File: config.mk
export PLATFORM = sky130hd
export DESIGN_NAME = bmas_ram
export DESIGN_NICKNAME = d
export VERILOG_FILES = /design/src/rtl/core/bmas_pkg.sv /design/src/rtl/core/bmas_ram.sv
export SDC_FILE = /design/constraint.sdc
export NUM_CORES = 1
export LEC_CHECK = 0
export BUFFER_PORTS_ARGS = -buffer_cell sky130_fd_sc_hd__buf_4
export CAP_MARGIN = 5
export CORE_MARGIN = 5
export CORE_UTILIZATION = 24
export CTS_CLUSTER_SIZE = 28
export DETAILED_ROUTE_END_ITERATION = 8
export PLACE_DENSITY = 0.35
export SETUP_SLACK_MARGIN = 0.02
export SKIP_CTS_REPAIR_TIMING = 1
export SYNTH_ARGS = -nofsm -noshare
export SYNTH_HDL_FRONTEND = slang
export SYNTH_SLANG_ARGS = --single-unit
File: constraint.sdc
create_clock -name clock -period 8.1 [get_ports clock]
set_input_delay 1.62 -clock clock [delete_from_list [all_inputs] [get_ports clock]]
set_output_delay 1.62 -clock clock [all_outputs]
set_load 0.05 [all_outputs]
File: src/rtl/core/bmas_pkg.sv
// Shared types, field layouts and codes of the bank memory access scheduler.
package bmas_pkg;

   // Field widths fixed by the stream payload
   localparam int CMD_W  = 3;
   localparam int BANK_W = 3;
   localparam int ACC_W  = 2;
   localparam int TAG_W  = 16;
   localparam int OCC_W  = 9;
   localparam int ERR_W  = 2;
   localparam int KINDS  = 3;

   localparam int REQ_BITS    = 25;
   localparam int REQ_TDATA_W = 32;
   localparam int RSP_BITS    = 34;
   localparam int RSP_TDATA_W = 40;

   // Default sizing
   localparam int BANK_COUNT_DEF  = 8;
   localparam int QUEUE_DEPTH_DEF = 16;
   localparam int READY_DEPTH_DEF = 16;
   localparam int TAG_BITS_DEF    = 16;

   typedef enum logic [CMD_W-1:0] {
      CMD_PUT     = 3'd0,
      CMD_PEEK    = 3'd1,
      CMD_NEXT    = 3'd2,
      CMD_DONE    = 3'd3,
      CMD_RESCHED = 3'd4
   } cmd_type;

   typedef enum logic [ACC_W-1:0] {
      ACC_FETCH     = 2'd0,
      ACC_LOAD      = 2'd1,
      ACC_STORE     = 2'd2,
      ACC_WRITEBACK = 2'd3
   } acc_type;

   typedef enum logic [ERR_W-1:0] {
      ERR_OK         = 2'd0,
      ERR_FULL       = 2'd1,
      ERR_EMPTY      = 2'd2,
      ERR_READY_FULL = 2'd3
   } err_type;

   // Queue kinds inside one bank (writebacks share the store queue)
   localparam logic [1:0] KIND_FETCH = 2'd0;
   localparam logic [1:0] KIND_LOAD  = 2'd1;
   localparam logic [1:0] KIND_STORE = 2'd2;

   // Request payload, last field in the lowest bits
   typedef struct packed {
      logic              pending;
      logic [TAG_W-1:0]  tag;
      acc_type           acc;
      logic [BANK_W-1:0] bank;
      cmd_type           cmd;
   } req_type;

   // Response payload, last field in the lowest bits
   typedef struct packed {
      err_type           err;
      logic [OCC_W-1:0]  occupancy;
      logic              waiting;
      logic [BANK_W-1:0] bank;
      acc_type           otype;
      logic [TAG_W-1:0]  tag;
      logic              valid;
   } rsp_type;

   // Decision of the scheduling stage, carried to the result stage
   typedef struct packed {
      logic             valid;
      logic             peek;
      logic             pop;
      logic [1:0]       kind;
      logic             waiting;
      logic [OCC_W-1:0] occupancy;
      err_type          err;
   } info_type;

endpackage

File: src/rtl/core/bmas_ram.sv
// Generic simple dual-port RAM with registered read.
module bmas_ram #(
   parameter int WIDTH = bmas_pkg::TAG_W,
   parameter int DEPTH = bmas_pkg::QUEUE_DEPTH_DEF,
   localparam int ADDR_W = (DEPTH > 1) ? $clog2(DEPTH) : 1
) (
   input  logic              clock,
   input  logic              wr_en,
   input  logic [ADDR_W-1:0] wr_addr,
   input  logic [WIDTH-1:0]  wr_data,
   input  logic              rd_en,
   input  logic [ADDR_W-1:0] rd_addr,
   output logic [WIDTH-1:0]  rd_data
);

   logic [WIDTH-1:0] mem_ff [DEPTH];
   logic [WIDTH-1:0] rd_data_ff;

   // Write port and registered read port
   always_ff @(posedge clock) begin
      if (wr_en) begin
         mem_ff[wr_addr] <= wr_data;
      end
      if (rd_en) begin
         rd_data_ff <= mem_ff[rd_addr];
      end
   end

   assign rd_data = rd_data_ff;

endmodule

==> flow_summary.json <==
{
  "globalRoute.totalOverflow": 0,
  "chipHeight_microns": 216,
  "syn_to_final_growth_pct": 19.3,
  "nFillCells": 4094,
  "start_util": 0.243,
  "viasPerCell": 4.44,
  "period_minus_slack_ns": 3.55,
  "drive_gt1_frac": 0.336,
  "crit_type": "in -> reg",
  "hold_viol_final": 0,
  "reg2regPathDepth": 3,
  "p_leak_nw": 3.85,
  "crit_required_ns": 8.39,
  "p_per_area_mw_per_mm2": 248,
  "synthFlopType": "edfxtp_1",
  "min_path_cells": 3,
  "crit_fanout": 36,
  "cts_buffers": 31,
  "ff_latch_area_sq_mm": 0.00817,
  "fin_setup_tns_ns": 0,
  "drc": 0,
  "gp_congestion": 0.671,
  "min_path_type": "reg -> reg",
  "async_reset_ff_frac": 0,
  "min-delay-start": "mem_ff[14][9]",
  "r2r_start": "mem_ff[1][0]",
  "synth_seq_area_share": 0.800,
  "drv_cap": 0,
  "antenna_found_initial": 0,
  "arrival_ns": 3.84,
  "wirelength_microns": 26300,
  "startpoint": "rd_addr[0]",
  "synth_top_area_cell": "edfxtp_1",
  "yosys.area.top_type_share": 0.800,
  "multi_input_area_sq_mm": 0.00197,
  "yosysWarnings": 0,
  "ir_drop_v": 0.000136,
  "dp_worst_setup_slack_ns": 3.89,
  "clock-root-buffer": "clkbuf_16",
  "ys_top_cells_by_area": "edfxtp_1, mux4_2, mux4_1",
  "ys_ff_latch": 272,
  "synth_most_common_cell": "edfxtp_1",
  "grt_pass1_vias": 5249,
  "antenna_cells": 0,
  "clockBufferDepth": 3,
  "netlist_instances": 432,
  "htreeDepth": 1,
  "drtAntennaViolNets": 0,
  "portBuffers": 42,
  "max_freq_mhz": 281,
  "final_cells": 1063,
  "routedWlPerCell_microns": 24.7,
  "dp.cells": 1012,
  "final_area_sq_mm": 0.0122,
  "clk_pin_slew_worst_paths_ns": 0.06,
  "cts_sinks": 272,
  "globalRouteTotalUtil": 0.112,
  "syn_avg_cell_area_sq_um": 23.6,
  "dpl_cell_area_sq_mm": 0.0113,
  "postLayoutSetupSlackWorst_ns": 4.55,
  "clock_latency_ns": 0.54,
  "core_sq_mm": 0.0420,
  "timing_worst_slew_pin_value_ns": 1.02,
  "cts_tree": "yes",
  "io_pins": 43,
  "final_core_util": 0.290,
  "synth_edf_count": 272,
  "netlist_area_sq_mm": 0.0102,
  "whs_ns": 0.747,
  "dieArea_sq_mm": 0.0467,
  "dr.pass1.iters": 4,
  "rows": 75,
  "skew_ns": 0.00761,
  "grt_first_pass_wirelength_microns": 38000,
  "maxSlewHeadroom": 0.318,
  "period_share": 0.439,
  "die-width_microns": 216,
  "vias": 4722,
  "cp-end-kind": "flip-flop",
  "dpl.hpwl_microns": 13200,
  "drtIter0Drc": 317,
  "ys_types": 18,
  "grt_max_degree": 65,
  "setup-violations-final": 0,
  "rsz0062_at_grt": "no",
  "syn_nets": 459,
  "fin_nets": 533,
  "status": "complete, no violations",
  "synth_common_cells": "edfxtp_1, mux4_2, a22oi_1",
  "total_power_mw": 3.01,
  "drv_slew": 0,
  "crit_path_start_kind": "input pin"
}
-- sequential cells by signal, summed over array words and instances (netlist names) --
register and cells:
rd_data 16, mem_ff 256
-- power by group --
group	total [mW]	internal [mW]	switching (mW)
clock	1.25	0.719	0.527
sequential	1.59	1.59	0.00868
combinational	0.173	0.0635	0.110
-- metal layers --
metal,GRT usage,vias up,wire length [microns]
met3,0.0183,30,1480
met4,0.0210,0,338
met5,0,-,0
li1,-,2006,-
met1,0.163,2559,12300
met2,0.180,127,12200
-- cells by family (layout without fill, tap and decap cells) --
kind of cell,after synthesis,after routing,share of synthesized area
simple gates,43,43,0.0189
mux,64,64,0.145
compound gates,32,32,0.0235
buf+inv,21,113,0.0121
flops,272,272,0.800
-- layout by cell type (no fill, tap or decap) --
master     count
edfxtp_1     272
buf_4         62
mux4_2        54
a22oi_1       32
clkbuf_16     31
nand2_1       17
nor2_2        12
mux4_1        10
clkinv_1       8
clkinv_2       7
nor3_2         4
clkbuf_1       3
nor2b_2        2
nand3b_1       2
nand2b_1       2
and2_1         1
nand3_1        1
or3b_2         1
nor2_4         1
clkinv_4       1
bufinv_16      1
-- final timing paths --
check | end | slack (ns)
worst max-delay path | rd_data[3] | 4.55
worst min-delay path | rd_data[9] | 0.75
worst max register to register | rd_data[0] | 6.60
worst min register to register | rd_data[9] | 0.75
-- worst max-delay path, cell delays in order --
cell	delay, ns
buf_4	0.47
buf_4	0.73
mux4_1	0.63
a22oi_1	0.23
nand2_1	0.07
-- area by class of cell --
class	count	area share
Clock buffer	34	0.0647
Clock inverter	17	0.00853
Tap cell	539	0.0554
Sequential cell	272	0.671
Multi-Input combinational cell	139	0.162
Timing Repair Buffer	62	0.0382
Power figures use the tool's default switching activity.
