`config.mk`:
```
export PLATFORM = sky130hd
export DESIGN_NAME = bmas_bank_state
export DESIGN_NICKNAME = d
export VERILOG_FILES = /design/src/rtl/core/bmas_pkg.sv /design/src/rtl/core/bmas_ram.sv /design/src/rtl/core/bmas_bank_state.sv
export SDC_FILE = /design/constraint.sdc
export NUM_CORES = 1
export LEC_CHECK = 0
export BUFFER_PORTS_ARGS = -buffer_cell sky130_fd_sc_hd__buf_2
export CAP_MARGIN = 20
export CORE_ASPECT_RATIO = 1.25
export CORE_MARGIN = 5
export CORE_UTILIZATION = 40
export CTS_BUF_LIST = sky130_fd_sc_hd__clkbuf_16
export CTS_CLUSTER_SIZE = 8
export DETAILED_ROUTE_END_ITERATION = 8
export MAX_ROUTING_LAYER = met4
export PLACE_DENSITY = 0.52
export SLEW_MARGIN = 20
export SYNTH_ARGS = -nofsm -noshare
export SYNTH_HDL_FRONTEND = slang
export SYNTH_SLANG_ARGS = --single-unit
```
`constraint.sdc`:
```
create_clock -name clock -period 4.95 [get_ports clock]
set_clock_uncertainty 0.2 [all_clocks]
set_input_delay 0.2475 -clock clock [delete_from_list [all_inputs] [get_ports clock]]
set_output_delay 0.2475 -clock clock [all_outputs]
set_load 0.02 [all_outputs]
```
`src/rtl/core/bmas_pkg.sv`:
```
// Shared types, field layouts and codes of the bank memory access scheduler.
package bmas_pkg;

   // Field widths fixed by the stream payload
   localparam int CMD_W  = 3;
   localparam int BANK_W = 3;
   localparam int ACC_W  = 2;
   localparam int TAG_W  = 16;
   localparam int OCC_W  = 9;
   localparam int ERR_W  = 2;
   localparam int KINDS  = 3;

   localparam int REQ_BITS    = 25;
   localparam int REQ_TDATA_W = 32;
   localparam int RSP_BITS    = 34;
   localparam int RSP_TDATA_W = 40;

   // Default sizing
   localparam int BANK_COUNT_DEF  = 8;
   localparam int QUEUE_DEPTH_DEF = 16;
   localparam int READY_DEPTH_DEF = 16;
   localparam int TAG_BITS_DEF    = 16;

   typedef enum logic [CMD_W-1:0] {
      CMD_PUT     = 3'd0,
      CMD_PEEK    = 3'd1,
      CMD_NEXT    = 3'd2,
      CMD_DONE    = 3'd3,
      CMD_RESCHED = 3'd4
   } cmd_type;

   typedef enum logic [ACC_W-1:0] {
      ACC_FETCH     = 2'd0,
      ACC_LOAD      = 2'd1,
      ACC_STORE     = 2'd2,
      ACC_WRITEBACK = 2'd3
   } acc_type;

   typedef enum logic [ERR_W-1:0] {
      ERR_OK         = 2'd0,
      ERR_FULL       = 2'd1,
      ERR_EMPTY      = 2'd2,
      ERR_READY_FULL = 2'd3
   } err_type;

   // Queue kinds inside one bank (writebacks share the store queue)
   localparam logic [1:0] KIND_FETCH = 2'd0;
   localparam logic [1:0] KIND_LOAD  = 2'd1;
   localparam logic [1:0] KIND_STORE = 2'd2;

   // Request payload, last field in the lowest bits
   typedef struct packed {
      logic              pending;
      logic [TAG_W-1:0]  tag;
      acc_type           acc;
      logic [BANK_W-1:0] bank;
      cmd_type           cmd;
   } req_type;

   // Response payload, last field in the lowest bits
   typedef struct packed {
      err_type           err;
      logic [OCC_W-1:0]  occupancy;
      logic              waiting;
      logic [BANK_W-1:0] bank;
      acc_type           otype;
      logic [TAG_W-1:0]  tag;
      logic              valid;
   } rsp_type;

   // Decision of the scheduling stage, carried to the result stage
   typedef struct packed {
      logic             valid;
      logic             peek;
      logic             pop;
      logic [1:0]       kind;
      logic             waiting;
      logic [OCC_W-1:0] occupancy;
      err_type          err;
   } info_type;

endpackage

```
`src/rtl/core/bmas_ram.sv`:
```
// Generic simple dual-port RAM with registered read.
module bmas_ram #(
   parameter int WIDTH = bmas_pkg::TAG_W,
   parameter int DEPTH = bmas_pkg::QUEUE_DEPTH_DEF,
   localparam int ADDR_W = (DEPTH > 1) ? $clog2(DEPTH) : 1
) (
   input  logic              clock,
   input  logic              wr_en,
   input  logic [ADDR_W-1:0] wr_addr,
   input  logic [WIDTH-1:0]  wr_data,
   input  logic              rd_en,
   input  logic [ADDR_W-1:0] rd_addr,
   output logic [WIDTH-1:0]  rd_data
);

   logic [WIDTH-1:0] mem_ff [DEPTH];
   logic [WIDTH-1:0] rd_data_ff;

   // Write port and registered read port
   always_ff @(posedge clock) begin
      if (wr_en) begin
         mem_ff[wr_addr] <= wr_data;
      end
      if (rd_en) begin
         rd_data_ff <= mem_ff[rd_addr];
      end
   end

   assign rd_data = rd_data_ff;

endmodule

```
`src/rtl/core/bmas_bank_state.sv`:
```
// Per-bank queue counts and head pointers: RAM rows with valid bits and write forwarding.
module bmas_bank_state #(
   parameter int ROWS  = bmas_pkg::BANK_COUNT_DEF,
   parameter int CNT_W = 5,
   parameter int PTR_W = 4,
   localparam int ROW_AW = (ROWS > 1) ? $clog2(ROWS) : 1,
   localparam int ROW_W  = bmas_pkg::KINDS * (CNT_W + PTR_W)
) (
   input  logic                                 clock,
   input  logic                                 reset,
   input  logic                                 rd_en,
   input  logic [ROW_AW-1:0]                    rd_row,
   input  logic                                 wr_en,
   input  logic [ROW_AW-1:0]                    wr_row,
   input  logic [bmas_pkg::KINDS-1:0][CNT_W-1:0] wr_cnt,
   input  logic [bmas_pkg::KINDS-1:0][PTR_W-1:0] wr_hd,
   output logic [bmas_pkg::KINDS-1:0][CNT_W-1:0] rd_cnt,
   output logic [bmas_pkg::KINDS-1:0][PTR_W-1:0] rd_hd
);

   logic [ROWS-1:0]                          vld_ff;
   logic                                     rd_vld_ff;
   logic                                     fwd_ff;
   logic [bmas_pkg::KINDS-1:0][CNT_W-1:0]    fwd_cnt_ff;
   logic [bmas_pkg::KINDS-1:0][PTR_W-1:0]    fwd_hd_ff;
   logic [ROW_W-1:0]                         ram_rd;
   logic                                     rd_in_range;

   bmas_ram #(
      .WIDTH(ROW_W),
      .DEPTH(ROWS)
   ) u_row_ram (
      .clock   (clock),
      .wr_en   (wr_en),
      .wr_addr (wr_row),
      .wr_data ({wr_hd, wr_cnt}),
      .rd_en   (rd_en),
      .rd_addr (rd_row),
      .rd_data (ram_rd)
   );

   assign rd_in_range = (int'(rd_row) < ROWS);

   // Track written rows; flag a read that races a write to the same row
   always_ff @(posedge clock) begin
      if (reset) begin
         vld_ff    <= '0;
         rd_vld_ff <= 1'b0;
         fwd_ff    <= 1'b0;
      end else begin
         if (wr_en) begin
            vld_ff[wr_row] <= 1'b1;
         end
         if (rd_en) begin
            rd_vld_ff <= rd_in_range && vld_ff[rd_row];
            fwd_ff    <= wr_en && (wr_row == rd_row);
         end
      end
   end

   // Hold the row written at the read edge
   always_ff @(posedge clock) begin
      if (rd_en) begin
         fwd_cnt_ff <= wr_cnt;
         fwd_hd_ff  <= wr_hd;
      end
   end

   // Select forwarded, stored or reset row
   always_comb begin
      if (fwd_ff) begin
         rd_cnt = fwd_cnt_ff;
         rd_hd  = fwd_hd_ff;
      end else if (rd_vld_ff) begin
         {rd_hd, rd_cnt} = ram_rd;
      end else begin
         rd_cnt = '0;
         rd_hd  = '0;
      end
   end

endmodule

```
==> key figures <==
Detailed routing
  – WL/cell: 22.8 um
  – Initial DRC count: 226
  – Total number of vias: 4,858
  – DRT Pass-1 Iters: 4
  – Via-per-instance ratio: 5.23
  – DR DRC count: 0
  – WL final: 21.2 mm
  – Post-DRT Antenna Nets: 0

Worst hold path
  – Hold Path End: u_row_ram.rd_data[4]
  – Hold Path Cell Cnt: 1
  – Hold Path Origin: rd_en
  – HP Class: in2reg

Final layout
  – Share of cells above drive strength 1: 0.357
  – Commonest non-fill, non-tap cell in the layout: edfxtp_1
  – Fillers: 2,157
  – Synth-to-layout area growth: 20.4%
  – N_diodes: 0
  – Nets: 611
  – Commonest non-fill, non-tap cells in the layout: edfxtp_1 (270), buf_2 (62), mux4_2 (55), clkbuf_16 (41), dlygate4sd3_1 (29)
  – Post-route core utilization: 0.486

Setup path
  – Critical path class: reg2out
  – CP Data Required Time: 4.50 ns
  – Top fanout value on the critical path: 18
  – R2r startpoint: u_row_ram.mem_ff[3][24]
  – Arrival @ worst endpoint: 2.23 ns
  – Worst reg-to-reg path cell count: 2
  – Critical path endpoint category: output pin
  – Worst reg2reg endpoint: u_row_ram.rd_data[24]
  – Startpoint Class: flop
  – Setup slack, reg-to-reg: 3.37 ns

Clock network
  – CTS tree: yes
  – Worst-case clock buffer depth: 3
  – Clock root buffer: clkbuf_16
  – Clock Sinks: 280
  – Clock Latency Late Sink: 0.49 ns
  – TritonCTS buffer count: 40
  – H-tree levels: 2
  – Post_cts resized: 0
  – CTS clk-pin slew, worst paths: 0.05 ns

Synth
  – Largest family of logic cells by synthesized area: multiplexers
  – Synthesized area per cell: 23.3 sq um
  – Synth Area in Adders: 0
  – Synth Area in XOR/XNOR: 0.00250
  – Yosys warns: 0
  – Post-synthesis simple-gate area fraction: 0.0131
  – Unique masters post-synth: 27
  – Gate Count Post-Synth: 451
  – Post-synthesis compound-gate area fraction: 0.0265
  – Yosys reg bits: 280
  – Mapped cell area: 10,500 sq um
  – Syn Nets: 488
  – Sequential fraction of the synthesis area: 0.790
  – Mux cell area share after synthesis: 0.154

Floorplanning
  – Rows: 66
  – Initial core utilization: 0.404
  – Core Region: 26,000 sq um
  – Die area: 29,600 sq um
  – # IOs: 64
  – Die width: 155 um
  – Die height: 191 um

STA
  – RSZ-0062 raised after global routing: false
  – Worst setup margin: 2.27 ns
  – Slew HR: 0.361
  – Endpoints failing setup: 0
  – Min cycle time layout: 2.68 ns
  – Fmax achieved: 373 MHz
  – Setup_tns: 0 ns
  – Fin crit share: 0.541
  – Fin Hold WS: 0.0264 ns
  – Final Max Tran Viols: 0
  – Final hold vios: 0
  – Worst slew pin tran: 0.958 ns

Global route
  – Vias in the first global route: 5,404
  – Gr ovfl total: 0
  – Total track usage: 0.152
  – First-pass GRT wire length: 32.6 mm
  – Largest net degree at the start of global routing: 51
  – Antenna violations before repair: 0

Placement
  – GP Congestion: 0.666
  – I/O Buffers: 63
  – Placed wire-length estimate: 10.7 mm
  – Placement Setup Slack: 2.16 ns

Power and ir drop
  – Worst vdd rail ir drop: 199 uV
  – Static leakage: 0.00435 uW
  – Pwr dens: 423 nW/um^2
  – Psw: 1050 uW
  – Total Power: 5350 uW
  – Combinational power share: 0.054
  – Seq pwr share: 0.511
  – Internal power: 4300 uW
  – Clock power frac: 0.435
  – Sw frac: 0.196

Outcome
  – Status: complete, no violations

Flow run
  – Max Cap Violations: 0
-- cells by family after synthesis --
| group | after synthesis |
|---|---|
| flip-flops | 280 |
| AO/OA/AOI/OAI | 32 |
| multiplexers | 86 |
| buffers and inverters | 25 |
| XOR/XNOR | 3 |
| AND/OR/NAND/NOR | 25 |
-- worst max-delay path by stage --
stage,startpoint,endpoint,depth (start not counted)
floorplan,wr_row[2],u_row_ram.mem_ff[0][0],2
global placement,rd_row[0],u_row_ram.rd_data[16],4
detailed placement,rd_row[0],u_row_ram.rd_data[9],4
CTS,rd_vld_ff,rd_hd[6],4
global route,rd_vld_ff,rd_hd[6],4
finish,rd_vld_ff,rd_hd[6],4
-- area by class of cell --
cell class                 count  area (sq um)  area share
tap                          340           425      0.0336
sequential                   280          8310       0.657
clock buffer                  41          1030      0.0811
clock inverter                15          56.3     0.00445
multi-input combinational    146          2120       0.168
timing repair buffer         106           717      0.0567
-- cell usage after synthesis --
library cell,number,area (sq um)
nand2_1,3,11.3
clkbuf_1,7,26.3
mux4_2,55,1240
buf_6,1,11.3
buf_8,1,15.0
xor2_1,3,26.3
nor4b_1,1,8.76
a21oi_1,1,5.00
mux2_4,10,150
buf_2,10,50.1
nor3_1,1,5.00
nand2b_1,1,6.26
and4b_1,2,20.0
dfxtp_1,10,200
nor3b_1,1,7.51
a211oi_1,1,7.51
nor2b_1,1,6.26
nor2_1,12,45.0
o21ba_2,3,30.0
buf_1,5,18.8
mux2i_1,4,40.0
a22o_1,27,236
mux2_2,17,191
edfxtp_1,270,8110
nor4bb_1,2,20.0
or4_1,1,7.51
buf_12,1,20.0
-- power by group through the flow --
stage | clock (uW) | combinational [uW] | sequential, uW
floorplan | 0 | 171 | 2770
global placement | 0 | 272 | 2780
detailed placement | 0 | 279 | 2780
CTS | 2400 | 298 | 2740
global route | 2500 | 315 | 2740
finish | 2330 | 289 | 2740
-- routing by layer --
metal | GRT usage | up-vias | wire (um)
met3 | 0.0267 | 40 | 771
met5 | - | - | 0
li1 | - | 2145 | -
met2 | 0.249 | 97 | 10800
met1 | 0.196 | 2576 | 9120
met4 | 0.0455 | 0 | 459
-- timing repair --
item	4_1_cts	5_1_grt
buffers inserted	0	0
endpoints found under the setup margin	0	0
hold endpoints to repair	253	0
hold buffers	29	0
-- registers in the layout (all words and copies together), names as in the netlist --
signal and flops:
fwd_cnt_ff 15, fwd_hd_ff 12, u_row_ram.mem_ff 216, u_row_ram.rd_data 27
fwd_ff 1, rd_vld_ff 1, vld_ff 8
-- worst max-delay path, stage by stage, from the launching register on --
cell	delay, ns
dfxtp_1	0.32
nor2b_2	0.56
buf_4	0.43
a22o_1	0.24
buf_2	0.19
-- metrics by stage --
step           instance area [sq um]  std cells
2_1_floorplan                  10500        451
3_3_place_gp                   11300        843
4_1_cts                        12600        928
3_5_place_dp                   11300        843
5_1_grt                        12700        928
6_report                       12700        928
Power figures use the tool's default switching activity.
