[src/rtl/core/bmas_pkg.sv]
// Shared types, field layouts and codes of the bank memory access scheduler.
package bmas_pkg;

   // Field widths fixed by the stream payload
   localparam int CMD_W  = 3;
   localparam int BANK_W = 3;
   localparam int ACC_W  = 2;
   localparam int TAG_W  = 16;
   localparam int OCC_W  = 9;
   localparam int ERR_W  = 2;
   localparam int KINDS  = 3;

   localparam int REQ_BITS    = 25;
   localparam int REQ_TDATA_W = 32;
   localparam int RSP_BITS    = 34;
   localparam int RSP_TDATA_W = 40;

   // Default sizing
   localparam int BANK_COUNT_DEF  = 8;
   localparam int QUEUE_DEPTH_DEF = 16;
   localparam int READY_DEPTH_DEF = 16;
   localparam int TAG_BITS_DEF    = 16;

   typedef enum logic [CMD_W-1:0] {
      CMD_PUT     = 3'd0,
      CMD_PEEK    = 3'd1,
      CMD_NEXT    = 3'd2,
      CMD_DONE    = 3'd3,
      CMD_RESCHED = 3'd4
   } cmd_type;

   typedef enum logic [ACC_W-1:0] {
      ACC_FETCH     = 2'd0,
      ACC_LOAD      = 2'd1,
      ACC_STORE     = 2'd2,
      ACC_WRITEBACK = 2'd3
   } acc_type;

   typedef enum logic [ERR_W-1:0] {
      ERR_OK         = 2'd0,
      ERR_FULL       = 2'd1,
      ERR_EMPTY      = 2'd2,
      ERR_READY_FULL = 2'd3
   } err_type;

   // Queue kinds inside one bank (writebacks share the store queue)
   localparam logic [1:0] KIND_FETCH = 2'd0;
   localparam logic [1:0] KIND_LOAD  = 2'd1;
   localparam logic [1:0] KIND_STORE = 2'd2;

   // Request payload, last field in the lowest bits
   typedef struct packed {
      logic              pending;
      logic [TAG_W-1:0]  tag;
      acc_type           acc;
      logic [BANK_W-1:0] bank;
      cmd_type           cmd;
   } req_type;

   // Response payload, last field in the lowest bits
   typedef struct packed {
      err_type           err;
      logic [OCC_W-1:0]  occupancy;
      logic              waiting;
      logic [BANK_W-1:0] bank;
      acc_type           otype;
      logic [TAG_W-1:0]  tag;
      logic              valid;
   } rsp_type;

   // Decision of the scheduling stage, carried to the result stage
   typedef struct packed {
      logic             valid;
      logic             peek;
      logic             pop;
      logic [1:0]       kind;
      logic             waiting;
      logic [OCC_W-1:0] occupancy;
      err_type          err;
   } info_type;

endpackage

[src/rtl/core/bmas_ram.sv]
// Generic simple dual-port RAM with registered read.
module bmas_ram #(
   parameter int WIDTH = bmas_pkg::TAG_W,
   parameter int DEPTH = bmas_pkg::QUEUE_DEPTH_DEF,
   localparam int ADDR_W = (DEPTH > 1) ? $clog2(DEPTH) : 1
) (
   input  logic              clock,
   input  logic              wr_en,
   input  logic [ADDR_W-1:0] wr_addr,
   input  logic [WIDTH-1:0]  wr_data,
   input  logic              rd_en,
   input  logic [ADDR_W-1:0] rd_addr,
   output logic [WIDTH-1:0]  rd_data
);

   logic [WIDTH-1:0] mem_ff [DEPTH];
   logic [WIDTH-1:0] rd_data_ff;

   // Write port and registered read port
   always_ff @(posedge clock) begin
      if (wr_en) begin
         mem_ff[wr_addr] <= wr_data;
      end
      if (rd_en) begin
         rd_data_ff <= mem_ff[rd_addr];
      end
   end

   assign rd_data = rd_data_ff;

endmodule

[src/rtl/core/bmas_sched.sv]
// Scheduling stage: decodes a command, updates queue and ready-list state, drives RAM ports.
module bmas_sched #(
   parameter int QUEUE_DEPTH = bmas_pkg::QUEUE_DEPTH_DEF,
   parameter int READY_DEPTH = bmas_pkg::READY_DEPTH_DEF,
   parameter int ROWS        = bmas_pkg::BANK_COUNT_DEF,
   parameter int TW          = bmas_pkg::TAG_BITS_DEF,
   localparam int CNT_W  = $clog2(QUEUE_DEPTH + 1),
   localparam int PTR_W  = $clog2(QUEUE_DEPTH),
   localparam int MAW    = $clog2(ROWS * QUEUE_DEPTH),
   localparam int RD_CW  = $clog2(READY_DEPTH + 1),
   localparam int RD_PW  = $clog2(READY_DEPTH),
   localparam int TOT_W  = $clog2(bmas_pkg::KINDS * ROWS * QUEUE_DEPTH + 1)
) (
   input  logic                                 clock,
   input  logic                                 reset,
   input  logic                                 advance,
   input  logic                                 item_vld,
   input  bmas_pkg::req_type                    req,
   input  logic [bmas_pkg::KINDS-1:0][CNT_W-1:0] rd_cnt,
   input  logic [bmas_pkg::KINDS-1:0][PTR_W-1:0] rd_hd,
   output logic                                 row_wr_en,
   output logic [bmas_pkg::KINDS-1:0][CNT_W-1:0] row_wr_cnt,
   output logic [bmas_pkg::KINDS-1:0][PTR_W-1:0] row_wr_hd,
   output logic [bmas_pkg::KINDS-1:0]           tag_wr_en,
   output logic [MAW-1:0]                       tag_wr_addr,
   output logic [TW:0]                          tag_wr_data,
   output logic [bmas_pkg::KINDS-1:0][MAW-1:0]  tag_rd_addr,
   output logic [bmas_pkg::BANK_W-1:0]          ready_bank,
   output bmas_pkg::info_type                   info
);

   localparam int OCC_OUT_W = bmas_pkg::OCC_W;

   logic [RD_PW-1:0]  rdy_head_ff, rdy_head_in;
   logic [RD_CW-1:0]  rdy_cnt_ff, rdy_cnt_in;
   logic [TOT_W-1:0]  total_ff, total_in;

   logic              commit;
   logic [1:0]        kind;
   logic              bank_ok;
   logic [CNT_W+1:0]  bank_sum;
   logic [CNT_W:0]    slot_sum;
   logic [PTR_W-1:0]  slot;
   logic [PTR_W:0]    hd_inc_sum;
   logic [PTR_W-1:0]  hd_inc;
   logic [RD_CW:0]    tail_sum;
   logic [RD_PW-1:0]  rdy_tail;
   logic [RD_PW:0]    rh_inc_sum;
   logic [RD_PW-1:0]  rh_inc;
   logic [MAW-1:0]    bank_base;
   logic              row_change;
   logic              tag_we;
   logic              push;
   logic              push_ok;
   logic              pop;
   logic              found;
   logic [1:0]        kind_sel;
   bmas_pkg::err_type err;

   assign commit = advance && item_vld;

   // Address arithmetic and wraparounds
   always_comb begin
      kind = (req.acc == bmas_pkg::ACC_WRITEBACK) ? bmas_pkg::KIND_STORE : 2'(req.acc);
      bank_ok  = (int'(req.bank) < ROWS);
      bank_sum = (CNT_W+2)'(rd_cnt[0]) + (CNT_W+2)'(rd_cnt[1]) + (CNT_W+2)'(rd_cnt[2]);

      slot_sum = (CNT_W+1)'(rd_hd[kind]) + (CNT_W+1)'(rd_cnt[kind]);
      if (slot_sum >= (CNT_W+1)'(QUEUE_DEPTH)) begin
         slot_sum = slot_sum - (CNT_W+1)'(QUEUE_DEPTH);
      end
      slot = slot_sum[PTR_W-1:0];

      hd_inc_sum = (PTR_W+1)'(rd_hd[kind]) + (PTR_W+1)'(1);
      hd_inc     = (hd_inc_sum == (PTR_W+1)'(QUEUE_DEPTH)) ? '0 : hd_inc_sum[PTR_W-1:0];

      tail_sum = (RD_CW+1)'(rdy_head_ff) + (RD_CW+1)'(rdy_cnt_ff);
      if (tail_sum >= (RD_CW+1)'(READY_DEPTH)) begin
         tail_sum = tail_sum - (RD_CW+1)'(READY_DEPTH);
      end
      rdy_tail = tail_sum[RD_PW-1:0];

      rh_inc_sum = (RD_PW+1)'(rdy_head_ff) + (RD_PW+1)'(1);
      rh_inc     = (rh_inc_sum == (RD_PW+1)'(READY_DEPTH)) ? '0 : rh_inc_sum[RD_PW-1:0];

      bank_base = MAW'(int'(req.bank) * QUEUE_DEPTH);
   end

   // Command decode and state next values
   always_comb begin
      row_wr_cnt = rd_cnt;
      row_wr_hd  = rd_hd;
      row_change = 1'b0;
      tag_we     = 1'b0;
      push       = 1'b0;
      pop        = 1'b0;
      found      = 1'b0;
      kind_sel   = bmas_pkg::KIND_FETCH;
      total_in   = total_ff;
      err        = bmas_pkg::ERR_OK;

      case (req.cmd)
         bmas_pkg::CMD_PUT: begin
            if (!bank_ok || (rd_cnt[kind] >= CNT_W'(QUEUE_DEPTH))) begin
               err = bmas_pkg::ERR_FULL;
            end else begin
               tag_we           = 1'b1;
               row_change       = 1'b1;
               row_wr_cnt[kind] = rd_cnt[kind] + CNT_W'(1);
               total_in         = total_ff + TOT_W'(1);
               push             = (bank_sum == '0) && !req.pending;
            end
         end
         bmas_pkg::CMD_PEEK: begin
            if (bank_ok) begin
               if (rd_cnt[0] != '0) begin
                  found    = 1'b1;
                  kind_sel = bmas_pkg::KIND_FETCH;
               end else if (rd_cnt[1] != '0) begin
                  found    = 1'b1;
                  kind_sel = bmas_pkg::KIND_LOAD;
               end else if (rd_cnt[2] != '0) begin
                  found    = 1'b1;
                  kind_sel = bmas_pkg::KIND_STORE;
               end
            end
         end
         bmas_pkg::CMD_NEXT: begin
            if (rdy_cnt_ff == '0) begin
               err = bmas_pkg::ERR_EMPTY;
            end else begin
               found = 1'b1;
               pop   = 1'b1;
            end
         end
         bmas_pkg::CMD_DONE: begin
            if (!bank_ok || (rd_cnt[kind] == '0)) begin
               err = bmas_pkg::ERR_EMPTY;
            end else begin
               row_change       = 1'b1;
               row_wr_hd[kind]  = hd_inc;
               row_wr_cnt[kind] = rd_cnt[kind] - CNT_W'(1);
               total_in         = total_ff - TOT_W'(1);
            end
         end
         bmas_pkg::CMD_RESCHED: begin
            push = bank_ok && (bank_sum != '0);
         end
         default: begin
         end
      endcase

      // Drop a ready-list push when the list is full
      push_ok = push && (rdy_cnt_ff < RD_CW'(READY_DEPTH));
      if (push && !push_ok) begin
         err = bmas_pkg::ERR_READY_FULL;
      end

      rdy_head_in = pop ? rh_inc : rdy_head_ff;
      if (push_ok) begin
         rdy_cnt_in = rdy_cnt_ff + RD_CW'(1);
      end else if (pop) begin
         rdy_cnt_in = rdy_cnt_ff - RD_CW'(1);
      end else begin
         rdy_cnt_in = rdy_cnt_ff;
      end
   end

   // Commit scalar state
   always_ff @(posedge clock) begin
      if (reset) begin
         rdy_head_ff <= '0;
         rdy_cnt_ff  <= '0;
         total_ff    <= '0;
      end else if (commit) begin
         rdy_head_ff <= rdy_head_in;
         rdy_cnt_ff  <= rdy_cnt_in;
         total_ff    <= total_in;
      end
   end

   // RAM port drive
   always_comb begin
      row_wr_en   = commit && row_change;
      tag_wr_en   = '0;
      tag_wr_en[kind] = commit && tag_we;
      tag_wr_addr = bank_base + MAW'(slot);
      tag_wr_data = {(req.acc == bmas_pkg::ACC_WRITEBACK), req.tag[TW-1:0]};
      for (int k = 0; k < bmas_pkg::KINDS; k++) begin
         tag_rd_addr[k] = bank_base + MAW'(rd_hd[k]);
      end
   end

   // Ready-bank list
   bmas_ram #(
      .WIDTH(bmas_pkg::BANK_W),
      .DEPTH(READY_DEPTH)
   ) u_ready_ram (
      .clock   (clock),
      .wr_en   (commit && push_ok),
      .wr_addr (rdy_tail),
      .wr_data (req.bank),
      .rd_en   (advance),
      .rd_addr (rdy_head_ff),
      .rd_data (ready_bank)
   );

   // Decision for the result stage
   always_comb begin
      info.valid     = found;
      info.peek      = (req.cmd == bmas_pkg::CMD_PEEK);
      info.pop       = pop;
      info.kind      = kind_sel;
      info.waiting   = (rdy_cnt_in != '0);
      info.occupancy = OCC_OUT_W'(total_in);
      info.err       = err;
   end

endmodule

[config.mk]
export PLATFORM = sky130hd
export DESIGN_NAME = bmas_sched
export DESIGN_NICKNAME = d
export VERILOG_FILES = /design/src/rtl/core/bmas_pkg.sv /design/src/rtl/core/bmas_ram.sv /design/src/rtl/core/bmas_sched.sv
export SDC_FILE = /design/constraint.sdc
export NUM_CORES = 1
export LEC_CHECK = 0
export ABC_AREA = 1
export BUFFER_PORTS_ARGS = -buffer_cell sky130_fd_sc_hd__buf_4
export CORE_UTILIZATION = 31
export DETAILED_ROUTE_END_ITERATION = 16
export PLACE_DENSITY = 0.59
export SLEW_MARGIN = 5
export SYNTH_ARGS = -nofsm -noshare
export SYNTH_HDL_FRONTEND = slang
export SYNTH_SLANG_ARGS = --single-unit
[constraint.sdc]
create_clock -name clock -period 4.3 [get_ports clock]
set_clock_uncertainty 0.2 [all_clocks]
set_input_delay 0.86 -clock clock [delete_from_list [all_inputs] [get_ports clock]]
set_output_delay 0.86 -clock clock [all_outputs]
set_load 0.05 [all_outputs]
==> results of run 1 <==
critical path, delay by kind of cell:
family	cells	cell delay (ns)
fa+ha+maj	3	1.29
simple gates	7	0.75
buf+inv	4	0.34
compound gates	1	0.14
synth_stat cells (6+ instances only):
library cell,instances
a21oi_1,19
buf_4,43
clkbuf_1,15
dfxtp_1,18
edfxtp_1,51
fa_1,8
ha_1,18
inv_1,83
inv_2,10
mux2i_1,10
nand2_1,137
nand3_1,58
nand3_2,6
nand4_1,10
nor2_1,70
nor3_1,7
o211ai_1,15
o21ai_0,49
o21ai_1,6
o221ai_1,12
xnor2_1,6
xor2_1,12
per-stage QoR:
step | worst slack (ns) | power, mW | hold slack (ns)
2_1_floorplan | 0.03218 | 1.256 | 0.3730
3_3_place_gp | -0.09638 | 1.421 | 0.4096
3_5_place_dp | -0.1434 | 1.422 | 0.4158
4_1_cts | -0.1001 | 2.167 | 0.4253
5_1_grt | -0.2281 | 2.274 | 0.5003
6_report | -0.1465 | 2.175 | 0.4207
worst paths after layout:
kind                                   end  slack (ns)  cells past startpoint
hold reg to reg                total_ff[8]        0.42                      4
setup / recovery                  info[11]       -0.15                     15
hold / removal                 total_ff[8]        0.42                      4
setup reg to reg  u_ready_ram.mem_ff[9][1]        1.85                      6
layout make-up:
cell class,count,area [um^2]
Clock buffer,9,225.2
Clock inverter,7,73.82
Fill cell,1771,9996
Inverter,94,352.8
Multi-Input combinational cell,475,2779
Sequential cell,69,1892
Tap cell,220,275.3
Timing Repair Buffer,145,1107
sequential cells by signal (all words and copies together), names as in the netlist:
register	cells
u_ready_ram.mem_ff	48
total_ff	9
rdy_cnt_ff	5
rdy_head_ff	4
u_ready_ram.rd_data	3
report_power, final:
part	switching, mW	total, mW	internal, mW
sequential	0.0123	0.737	0.724
clock	0.286	0.737	0.451
combinational	0.475	0.701	0.226
total	0.774	2.18	1.40
per-layer routing:
layer	wire, um	track usage	vias up	part of all wire
met1	6759	0.2120	2358	0.44
met3	639	0.03082	22	0.042
li1	-	-	2497	-
met2	7446	0.2894	131	0.49
met4	344	0.06250	0	0.023
met5	0	0	-	0
logic make-up (layout without fill, tap and decap cells):
family,count (synthesis),after routing,share of synthesized area
flip-flops,69,69,0.3542
AND/OR/NAND/NOR,309,309,0.2579
buffers and inverters,155,255,0.1420
adder cells (fa/ha/maj),26,26,0.07215
AO/OA/AOI/OAI,112,112,0.1256
XOR/XNOR,18,18,0.02951
multiplexers,10,10,0.01874
timing repair:
item,CTS,global route
resized for setup,8,22
setup endpoints to repair,3,3
setup buffers,0,2
pin swaps,4,15
==> results.sh, run 1 <==
export IMPL_first_global_vias=4694
export IMPL_global_route_usage_total=0.1693
export IMPL_vertical_die_dimension_um=133.3
export IMPL_setup_worst_path_start="rd_cnt[11]"
export IMPL_finish_utilization=0.4015
export IMPL_synth_warning_count=0
export IMPL_synth_main_ff_cell="edfxtp_1"
export IMPL_cts_root_buffer_cell="clkbuf_16"
export IMPL_ys_async_sr_fraction=0
export IMPL_numCtsBuffers=9
export IMPL_edff_count_synth=51
export IMPL_cts_hold_buf=0
export IMPL_numPlacedInstances=1001
export IMPL_tritoncts="built"
export IMPL_post_route_cells_drive_above_1_share=0.2666
export IMPL_htreeDepth=3
export IMPL_finalCriticalPeriod_ns=4.446
export IMPL_post_synth_instance_area_um2=5341
export IMPL_worst_slew_margin_rel=0.6492
export IMPL_clk_latency_ns=0.33
export IMPL_start_kind="input pin"
export IMPL_syn_mean_instance_area_um2=7.641
export IMPL_route_detailed_wl_per_inst_um=14.91
export IMPL_insertedDiodeCount=0
export IMPL_grt_remaining_overflow=0
export IMPL_worst_endpoint_required_ns=3.24
export IMPL_final_cell_mix="141 x buf_4, 132 x nand2_1, 81 x inv_1, 67 x nor2_1"
export IMPL_setup_worst_path_class="input pin to output pin"
export IMPL_floorplan_initialDensity=0.3198
export IMPL_dp_hpwl_um=11420
export IMPL_drt_wl_total_um=15190
export IMPL_tightestPinTransition_ns=0.5256
export IMPL_cellLeakagePower_nw=3.030
export IMPL_yosysSeqAreaShare=0.3542
export IMPL_via_count_of_the_routed_design=5008
export IMPL_crit_chain="buf_6 > fa_1 > ha_2 > inv_2 > fa_2 > inv_2 > nor2_4 > nand3_2 > o21ai_2 > nand3_2 > nand2_1 > nand2_2 > nor2_2 > nand3_2 > buf_8"
export IMPL_placement_cell_area_um2=6290
export IMPL_synth_net_count=781
export IMPL_final_hold_viol_count=0
export IMPL_iter_0_drt_violations=307
export IMPL_setup_viol=2
export IMPL_drc=0
export IMPL_floorplan_die_area_um2=17760
export IMPL_post_synth_top_area_cell="edfxtp_1"
export IMPL_grt_setup_unrepaired="yes"
export IMPL_layout_commonest_cell="buf_4"
export IMPL_drv_cap=0
export IMPL_vias_per_cell=4.915
export IMPL_vdd_ir_drop_worst_v=0.0001675
export IMPL_layout_setup_ws_ns=-0.1465
export IMPL_drv_slew=0
export IMPL_placementRows=47
export IMPL_run_status="finished, violations left"
export IMPL_critical_path_most_common_cell="nand3_2"
export IMPL_yosys_area_top_type_share=0.2867
export IMPL_place_port_buffers=119
export IMPL_number_of_nets_in_the_layout=876
export IMPL_synth_cells=699
export IMPL_flop_and_latch_count_out_of_synthesis=69
export IMPL_synthDistinctLibCells=42
export IMPL_dr_pass1_iters=7
export IMPL_min_delay_path_class="flop to flop"
export IMPL_netlist_top_cells_area="edfxtp_1 29%, nand2_1 9.6%, dfxtp_1 6.7%"
export IMPL_failed_checks="setup timing"
export IMPL_total_power_divided_by_cell_area_nw_per_um2=324.4
export IMPL_max_stage_delay_ns=0.56
export IMPL_area_growth_syn_to_layout_pct=25.53
export IMPL_layout_worst_path_cycle_share=1.034
export IMPL_postRouteAntennaNets=0
export IMPL_die_w_um=133.3
export IMPL_grt_antenna_before_repair=0
export IMPL_grt_pass1_wl_um=23940
export IMPL_clkSlewWorstSetupHoldPaths_ns=0.05
export IMPL_num_io_pins=152
export IMPL_final_area_um2=6705
export IMPL_worst_path_max_fanout=5
export IMPL_grt_start_max_net_pins=31
export IMPL_worst_hold_startpoint="total_ff[8]"
export IMPL_max_freq_mhz=224.9
export IMPL_routabilityCongestion=0.9228
export IMPL_fp_coreArea_um2=16700
export IMPL_worstReg2RegStart="rdy_head_ff[2]"
export IMPL_timing_critical_path_slowest_stage_cell="fa_1"
export IMPL_tritoncts_num_sinks=69
export IMPL_ctsLongestPathBuffers=2
export IMPL_tns_ns=-0.2477
export IMPL_post_layout_nonfiller_instances=1019
export IMPL_endpoint_kind="output pin"
export IMPL_worstPathArrival_ns=3.39
Power figures use the tool's default switching activity.
==> run 2, diff against run 1 <==
--- a/config.mk
+++ b/config.mk
@@ -9,6 +9,7 @@
 export BUFFER_PORTS_ARGS = -buffer_cell sky130_fd_sc_hd__buf_4
 export CORE_UTILIZATION = 31
 export DETAILED_ROUTE_END_ITERATION = 16
+export GPL_TIMING_DRIVEN = 0
 export PLACE_DENSITY = 0.59
 export SLEW_MARGIN = 5
 export SYNTH_ARGS = -nofsm -noshare
==> run 2 against run 1 <==
The flow still finishes with violations (setup timing). First-iteration DRC count shrank 11%. Total power up 7.4%. Cell count rose by 5.5%. Worst hold slack improved by 0.0013 ns. Critical path type unchanged. Largest cell class unchanged.
==> results.sh, run 2 (same netlist as run 1, synthesis figures left out) <==
export IMPL_run_status="finished, violations left"
export IMPL_failed_checks="setup timing"
export IMPL_drc=0
export IMPL_insertedDiodeCount=0
export IMPL_layout_top_registers="u_ready_ram.mem_ff: 48 flops, total_ff: 9 flops, rdy_cnt_ff: 5 flops"
export IMPL_route_detailed_wl_per_inst_um=14.29
export IMPL_drt_wl_total_um=15360
export IMPL_total_power_divided_by_cell_area_nw_per_um2=329.8
export IMPL_grt_setup_unrepaired="yes"
export IMPL_grt_antenna_before_repair=0
export IMPL_numPlacedInstances=1053
export IMPL_numCtsBuffers=9
export IMPL_place_port_buffers=134
export IMPL_setup_viol=1
export IMPL_clk_latency_ns=0.33
export IMPL_seqCellArea_um2=1892
export IMPL_floorplan_die_area_um2=17760
export IMPL_clkSlewWorstSetupHoldPaths_ns=0.05
export IMPL_worstPathArrival_ns=3.40
export IMPL_num_io_pins=152
export IMPL_min_delay_path_class="flop to flop"
export IMPL_critical_path_reg2reg_endpoint="u_ready_ram.rd_data[2]"
export IMPL_worst_endpoint_required_ns=3.24
export IMPL_max_freq_mhz=224.1
export IMPL_post_route_cells_drive_above_1_share=0.2889
export IMPL_layout_worst_path_cycle_share=1.038
export IMPL_post_layout_nonfiller_instances=1075
export IMPL_number_of_flip_flops_under_the_largest_register_name=48
export IMPL_floorplan_initialDensity=0.3198
export IMPL_endpoint_kind="output pin"
export IMPL_grt_remaining_overflow=0
export IMPL_grt_pass1_wl_um=24370
export IMPL_iter_0_drt_violations=274
export IMPL_fin_total_pwr_mw=2.336
export IMPL_area_growth_syn_to_layout_pct=32.65
export IMPL_ctsLongestPathBuffers=2
export IMPL_worst_slew_margin_rel=0.5675
export IMPL_crit_end="info[11]"
export IMPL_vertical_die_dimension_um=133.3
export IMPL_worst_hold_startpoint="rdy_head_ff[2]"
export IMPL_ff2ff_path_depth=6
export IMPL_cts_hold_buf=0
export IMPL_vias_per_cell=4.756
export IMPL_final_layout_fill_cell_count=1733
export IMPL_fp_coreArea_um2=16700
export IMPL_via_count_of_the_routed_design=5113
export IMPL_final_hold_viol_count=0
export IMPL_regMostFlops="u_ready_ram.mem_ff"
export IMPL_vdd_ir_drop_worst_v=0.0001960
export IMPL_tns_ns=-0.1617
export IMPL_area_used_by_multi_input_combinational_logic_um2=2741
export IMPL_whs_ns=0.4220
export IMPL_grt_start_max_net_pins=21
export IMPL_routabilityCongestion=0.9146
export IMPL_layout_setup_ws_ns=-0.1617
export IMPL_first_global_vias=4926
export IMPL_layout_commonest_cell="buf_4"
export IMPL_number_of_nets_in_the_layout=932
export IMPL_final_cell_mix="179 x buf_4, 132 x nand2_1, 81 x inv_1, 68 x nor2_1, 57 x nand3_1"
export IMPL_drv_cap=0
export IMPL_global_route_usage_total=0.1730
export IMPL_dr_pass1_iters=7
export IMPL_setup_worst_path_start="rd_cnt[11]"
export IMPL_die_w_um=133.3
export IMPL_cts_root_buffer_cell="clkbuf_16"
export IMPL_postRouteAntennaNets=0
export IMPL_tightestPinTransition_ns=0.6453
export IMPL_setup_reg_to_reg_worst_slack_ns=1.96
export IMPL_setup_worst_path_class="input pin to output pin"
export IMPL_worst_path_max_fanout=5
export IMPL_tritoncts_num_sinks=69
export IMPL_dp_hpwl_um=11910
export IMPL_start_kind="input pin"
export IMPL_tritoncts="built"
export IMPL_finalCriticalPeriod_ns=4.462
export IMPL_htreeDepth=3
export IMPL_placementRows=47
export IMPL_drv_slew=0
export IMPL_worstReg2RegStart="rdy_head_ff[0]"
export IMPL_cellLeakagePower_nw=3.243
[run 2: cell types whose count changed in the layout (fill, tap and decap cells not counted), sizes merged]
cell,change
buf,+40
clkbuf,+17
clkinv,-5
bufinv,+2
clkdlybuf4s25,+1
clkinvlp,+1
[run 2: cell type report]
type                            instances  area share
Multi-Input combinational cell        475      0.3869
Clock inverter                          5     0.01501
Buffer                                 61     0.05721
Clock buffer                           11     0.03426
Tap cell                              220     0.03885
Inverter                               94     0.04980
Timing Repair Buffer                  140      0.1510
Sequential cell                        69      0.2670
[run 2: through the flow]
| stage | instance area [um^2] | utilization | setup slack (ns) |
|---|---|---|---|
| global route | 7086 | 0.4243 | -0.2865 |
| CTS | 7017 | 0.4201 | -0.1343 |
| finish | 7086 | 0.4243 | -0.1617 |
| detailed placement | 6628 | 0.3968 | -0.2566 |
| floorplan | 5346 | - | 0.03218 |
| global placement | 6628 | 0.3968 | -0.2662 |
[run 2: power by group]
group	switching, mW	internal [mW]	total [mW]
clock network	0.267	0.584	0.851
registers	0.0112	0.725	0.736
logic	0.501	0.248	0.749
[run 2: layer usage]
layer  wire length (um)  vias to the layer above  GRT usage
li1                   -                     2608          -
met1               6752                     2322     0.2143
met2               7576                      165     0.3053
met3                794                       18    0.02740
met4                237                        0    0.05556
met5                  0                        -          0
[run 2: how the worst min path moves through the flow]
stage,to,slack [ns],depth (start not counted)
after global placement,rdy_head_ff[3],0.41,2
after CTS,rdy_head_ff[3],0.42,2
final,rdy_head_ff[3],0.42,2
after global routing,total_ff[1],0.48,4
after floorplan,rdy_cnt_ff[4],0.37,4
after detailed placement,rdy_head_ff[3],0.41,2
[run 2: timing repair]
action,4_1_cts,5_1_grt
buffers inserted,2,4
setup endpoints to repair,4,5
resized for setup,8,14
pin swaps,6,14
[run 2: critical path, stage by stage]
cell and delay (ns):
buf_8 0.10, fa_1 0.53, ha_2 0.18, inv_2 0.04
fa_2 0.53, inv_2 0.04, nor2_4 0.10, nand3_2 0.10
o21ai_2 0.16, nand3_2 0.15, nand2_1 0.12, nand2_2 0.07
nor2_2 0.11, nand3_1 0.12, buf_6 0.18
==> run 3, diff against run 2 <==
--- a/config.mk
+++ b/config.mk
@@ -5,12 +5,13 @@
 export SDC_FILE = /design/constraint.sdc
 export NUM_CORES = 1
 export LEC_CHECK = 0
-export ABC_AREA = 1
+export ABC_AREA = 0
 export BUFFER_PORTS_ARGS = -buffer_cell sky130_fd_sc_hd__buf_4
 export CORE_UTILIZATION = 31
 export DETAILED_ROUTE_END_ITERATION = 16
 export GPL_TIMING_DRIVEN = 0
-export PLACE_DENSITY = 0.59
+export HOLD_SLACK_MARGIN = 0.08
+export PLACE_DENSITY = 0.6
 export SLEW_MARGIN = 5
 export SYNTH_ARGS = -nofsm -noshare
 export SYNTH_HDL_FRONTEND = slang
==> run 3 against run 2 <==
The run still ends with setup timing left. Cell count fell by 17%. Worst setup slack got worse by 0.16 ns. Critical path depth fell by 2. Sequential cell count did not move. Utilization rose by 1.5 points. Critical endpoint unchanged. Highest routed layer unchanged.
==> results.sh, run 3 <==
export IMPL_whs_ns=0.3534
export IMPL_routabilityCongestion=0.8504
export IMPL_largest_delay_share_family_worst_path="adder cells"
export IMPL_finish_utilization=0.4395
export IMPL_final_cell_mix="185 x buf_4, 55 x nor2_1, 51 x edfxtp_1, 49 x nand2_1"
export IMPL_fp_coreArea_um2=15940
export IMPL_critical_path_reg2reg_endpoint="rdy_cnt_ff[1]"
export IMPL_via_count_of_the_routed_design=4472
export IMPL_area_growth_syn_to_layout_pct=38.14
export IMPL_regMostFlops="u_ready_ram.mem_ff"
export IMPL_synthDistinctLibCells=64
export IMPL_max_stage_delay_ns=0.55
export IMPL_ff2ff_path_depth=12
export IMPL_grt_antenna_before_repair=1
export IMPL_drc=0
export IMPL_tightestPinTransition_ns=0.6231
export IMPL_dp_hpwl_um=10880
export IMPL_cells_on_worst_hold_path=2
export IMPL_endpoint_kind="output pin"
export IMPL_floorplan_die_area_um2=16880
export IMPL_synth_main_ff_cell="edfxtp_1"
export IMPL_start_kind="input pin"
export IMPL_number_of_nets_in_the_layout=748
export IMPL_first_global_vias=4510
export IMPL_tritoncts="built"
export IMPL_synth_net_count=593
export IMPL_min_delay_path_class="flop to flop"
export IMPL_num_io_pins=152
export IMPL_crit_buf_inv=3
export IMPL_vertical_die_dimension_um=129.9
export IMPL_grt_remaining_overflow=0
export IMPL_syn_mean_instance_area_um2=9.926
export IMPL_grt_setup_unrepaired="yes"
export IMPL_placement_setup_worst_slack_ns=-0.5474
export IMPL_synth_cells=511
export IMPL_flop_and_latch_count_out_of_synthesis=69
export IMPL_post_layout_nonfiller_instances=888
export IMPL_synth_top_cells_by_count="55 x nor2_1, 53 x nand2_1, 51 x edfxtp_1"
export IMPL_yosys_area_top_type_share=0.3019
export IMPL_grt_start_max_net_pins=21
export IMPL_max_freq_mhz=216.5
export IMPL_post_synth_top_count_cell="nor2_1"
export IMPL_worst_slew_margin_rel=0.5814
export IMPL_synth_warning_count=0
export IMPL_edff_count_synth=51
export IMPL_worst_endpoint_required_ns=3.24
export IMPL_final_area_um2=7007
export IMPL_worst_hold_startpoint="total_ff[8]"
export IMPL_post_route_cells_drive_above_1_share=0.4158
export IMPL_layout_setup_ws_ns=-0.3188
export IMPL_layout_worst_path_cycle_share=1.074
export IMPL_die_w_um=129.9
export IMPL_layout_commonest_cell="buf_4"
export IMPL_iter_0_drt_violations=181
export IMPL_placementRows=46
export IMPL_layout_top_registers="u_ready_ram.mem_ff: 48 flops, total_ff: 9 flops, rdy_cnt_ff: 5 flops"
export IMPL_number_of_flip_flops_under_the_largest_register_name=48
export IMPL_worst_path_max_fanout=6
export IMPL_route_detailed_wl_per_inst_um=15.65
export IMPL_dr_pass1_iters=4
export IMPL_numCtsBuffers=9
export IMPL_drt_wl_total_um=13890
export IMPL_grt_pass1_wl_um=21940
export IMPL_tritoncts_num_sinks=69
export IMPL_drv_cap=0
export IMPL_ctsLongestPathBuffers=2
export IMPL_cellLeakagePower_nw=2.884
export IMPL_total_power_divided_by_cell_area_nw_per_um2=306.9
export IMPL_postRouteAntennaNets=0
export IMPL_setup_reg_to_reg_worst_slack_ns=1.44
export IMPL_ys_async_sr_fraction=0
export IMPL_vdd_ir_drop_worst_v=0.0002100
export IMPL_crit_chain="buf_8 > fa_1 > ha_2 > inv_2 > fa_2 > nor2b_1 > a31o_2 > and4_4 > o21ai_4 > mux2i_1 > o21a_1 > nand4_1 > buf_6"
export IMPL_vias_per_cell=5.036
export IMPL_fin_total_pwr_mw=2.151
export IMPL_finalCriticalPeriod_ns=4.619
export IMPL_hold_path_end="total_ff[8]"
export IMPL_global_route_usage_total=0.1678
export IMPL_place_port_buffers=133
export IMPL_worstReg2RegStart="rdy_cnt_ff[0]"
export IMPL_final_hold_viol_count=0
export IMPL_floorplan_initialDensity=0.3182
export IMPL_cts_root_buffer_cell="clkbuf_16"
export IMPL_post_synth_top_area_cell="edfxtp_1"
export IMPL_worstPathArrival_ns=3.56
export IMPL_setup_worst_path_class="input pin to output pin"
export IMPL_clkSlewWorstSetupHoldPaths_ns=0.06
export IMPL_tns_ns=-0.4647
export IMPL_drv_slew=0
export IMPL_post_synth_instance_area_um2=5072
export IMPL_clk_latency_ns=0.33
export IMPL_placement_cell_area_um2=6497
export IMPL_netlist_top_cells_area="edfxtp_1 30%, dfxtp_1 7.1%, mux4_2 6.7%"
export IMPL_yosysSeqAreaShare=0.3730
export IMPL_failed_checks="setup timing"
export IMPL_numPlacedInstances=860
export IMPL_timing_critical_path_slowest_stage_cell="fa_1"
export IMPL_setup_viol=3
export IMPL_htreeDepth=3
export IMPL_run_status="finished, violations left"
==> run 3: worst register-to-register path: cells and delay by family, from the launching register on <==
family / cells / cell delay (ns)
compound gates: 4 / 0.95
buf+inv: 5 / 0.71
flops: 1 / 0.33
simple gates: 1 / 0.32
fa+ha+maj: 1 / 0.18
mux: 1 / 0.09
==> run 3: logic make-up (layout without fill, tap and decap cells) <==
kind of cell    Yosys count  in the layout  share of synthesized area
compound gates           89             89                     0.1199
xor+xnor                 42             42                    0.07252
fa+ha+maj                26             26                    0.07597
buf+inv                  82            242                    0.09398
flops                    69             69                     0.3730
mux                      30             30                    0.09817
other cells               0              1                          0
simple gates            173            173                     0.1665
==> run 3: metal layers <==
layer,up-vias,global-route usage,routed length (um)
met5,-,0,0
li1,2115,-,-
met4,0,0.06908,421
met3,35,0.03116,754
met1,2160,0.1963,5736
met2,162,0.3014,6981
==> run 3: worst max path at each step <==
stage          slack (ns)  cells past startpoint      start       endpoint
2_1_floorplan       -0.24                      9  rd_cnt[3]       info[11]
4_1_cts             -0.32                     13  rd_cnt[6]       info[11]
6_report            -0.32                     13  rd_cnt[6]       info[11]
3_3_place_gp        -0.56                     13     req[7]  row_wr_cnt[3]
5_1_grt             -0.50                     13  rd_cnt[6]       info[11]
3_5_place_dp        -0.55                     13     req[7]  row_wr_cnt[3]
==> run 3: cell type report <==
type	count	area, um^2
Clock buffer	9	225.2
Antenna cell	1	2.502
Timing Repair Buffer	146	1115
Fill cell	1531	8936
Sequential cell	69	1892
Clock inverter	7	72.57
Inverter	20	75.07
Buffer	60	402.9
Tap cell	216	270.3
Multi-Input combinational cell	360	2952
==> run 3: timing repair <==
item,CTS,global route
pin swaps,9,7
resized for setup,24,6
hold buffers,0,0
setup buffers,11,2
endpoints found under the setup margin,37,18
cloned,0,0
==> run 3: power breakdown <==
group,switching [mW],internal (mW)
Sequential,0.00647,0.719
Clock,0.281,0.451
Combinational,0.445,0.248
Total,0.732,1.42
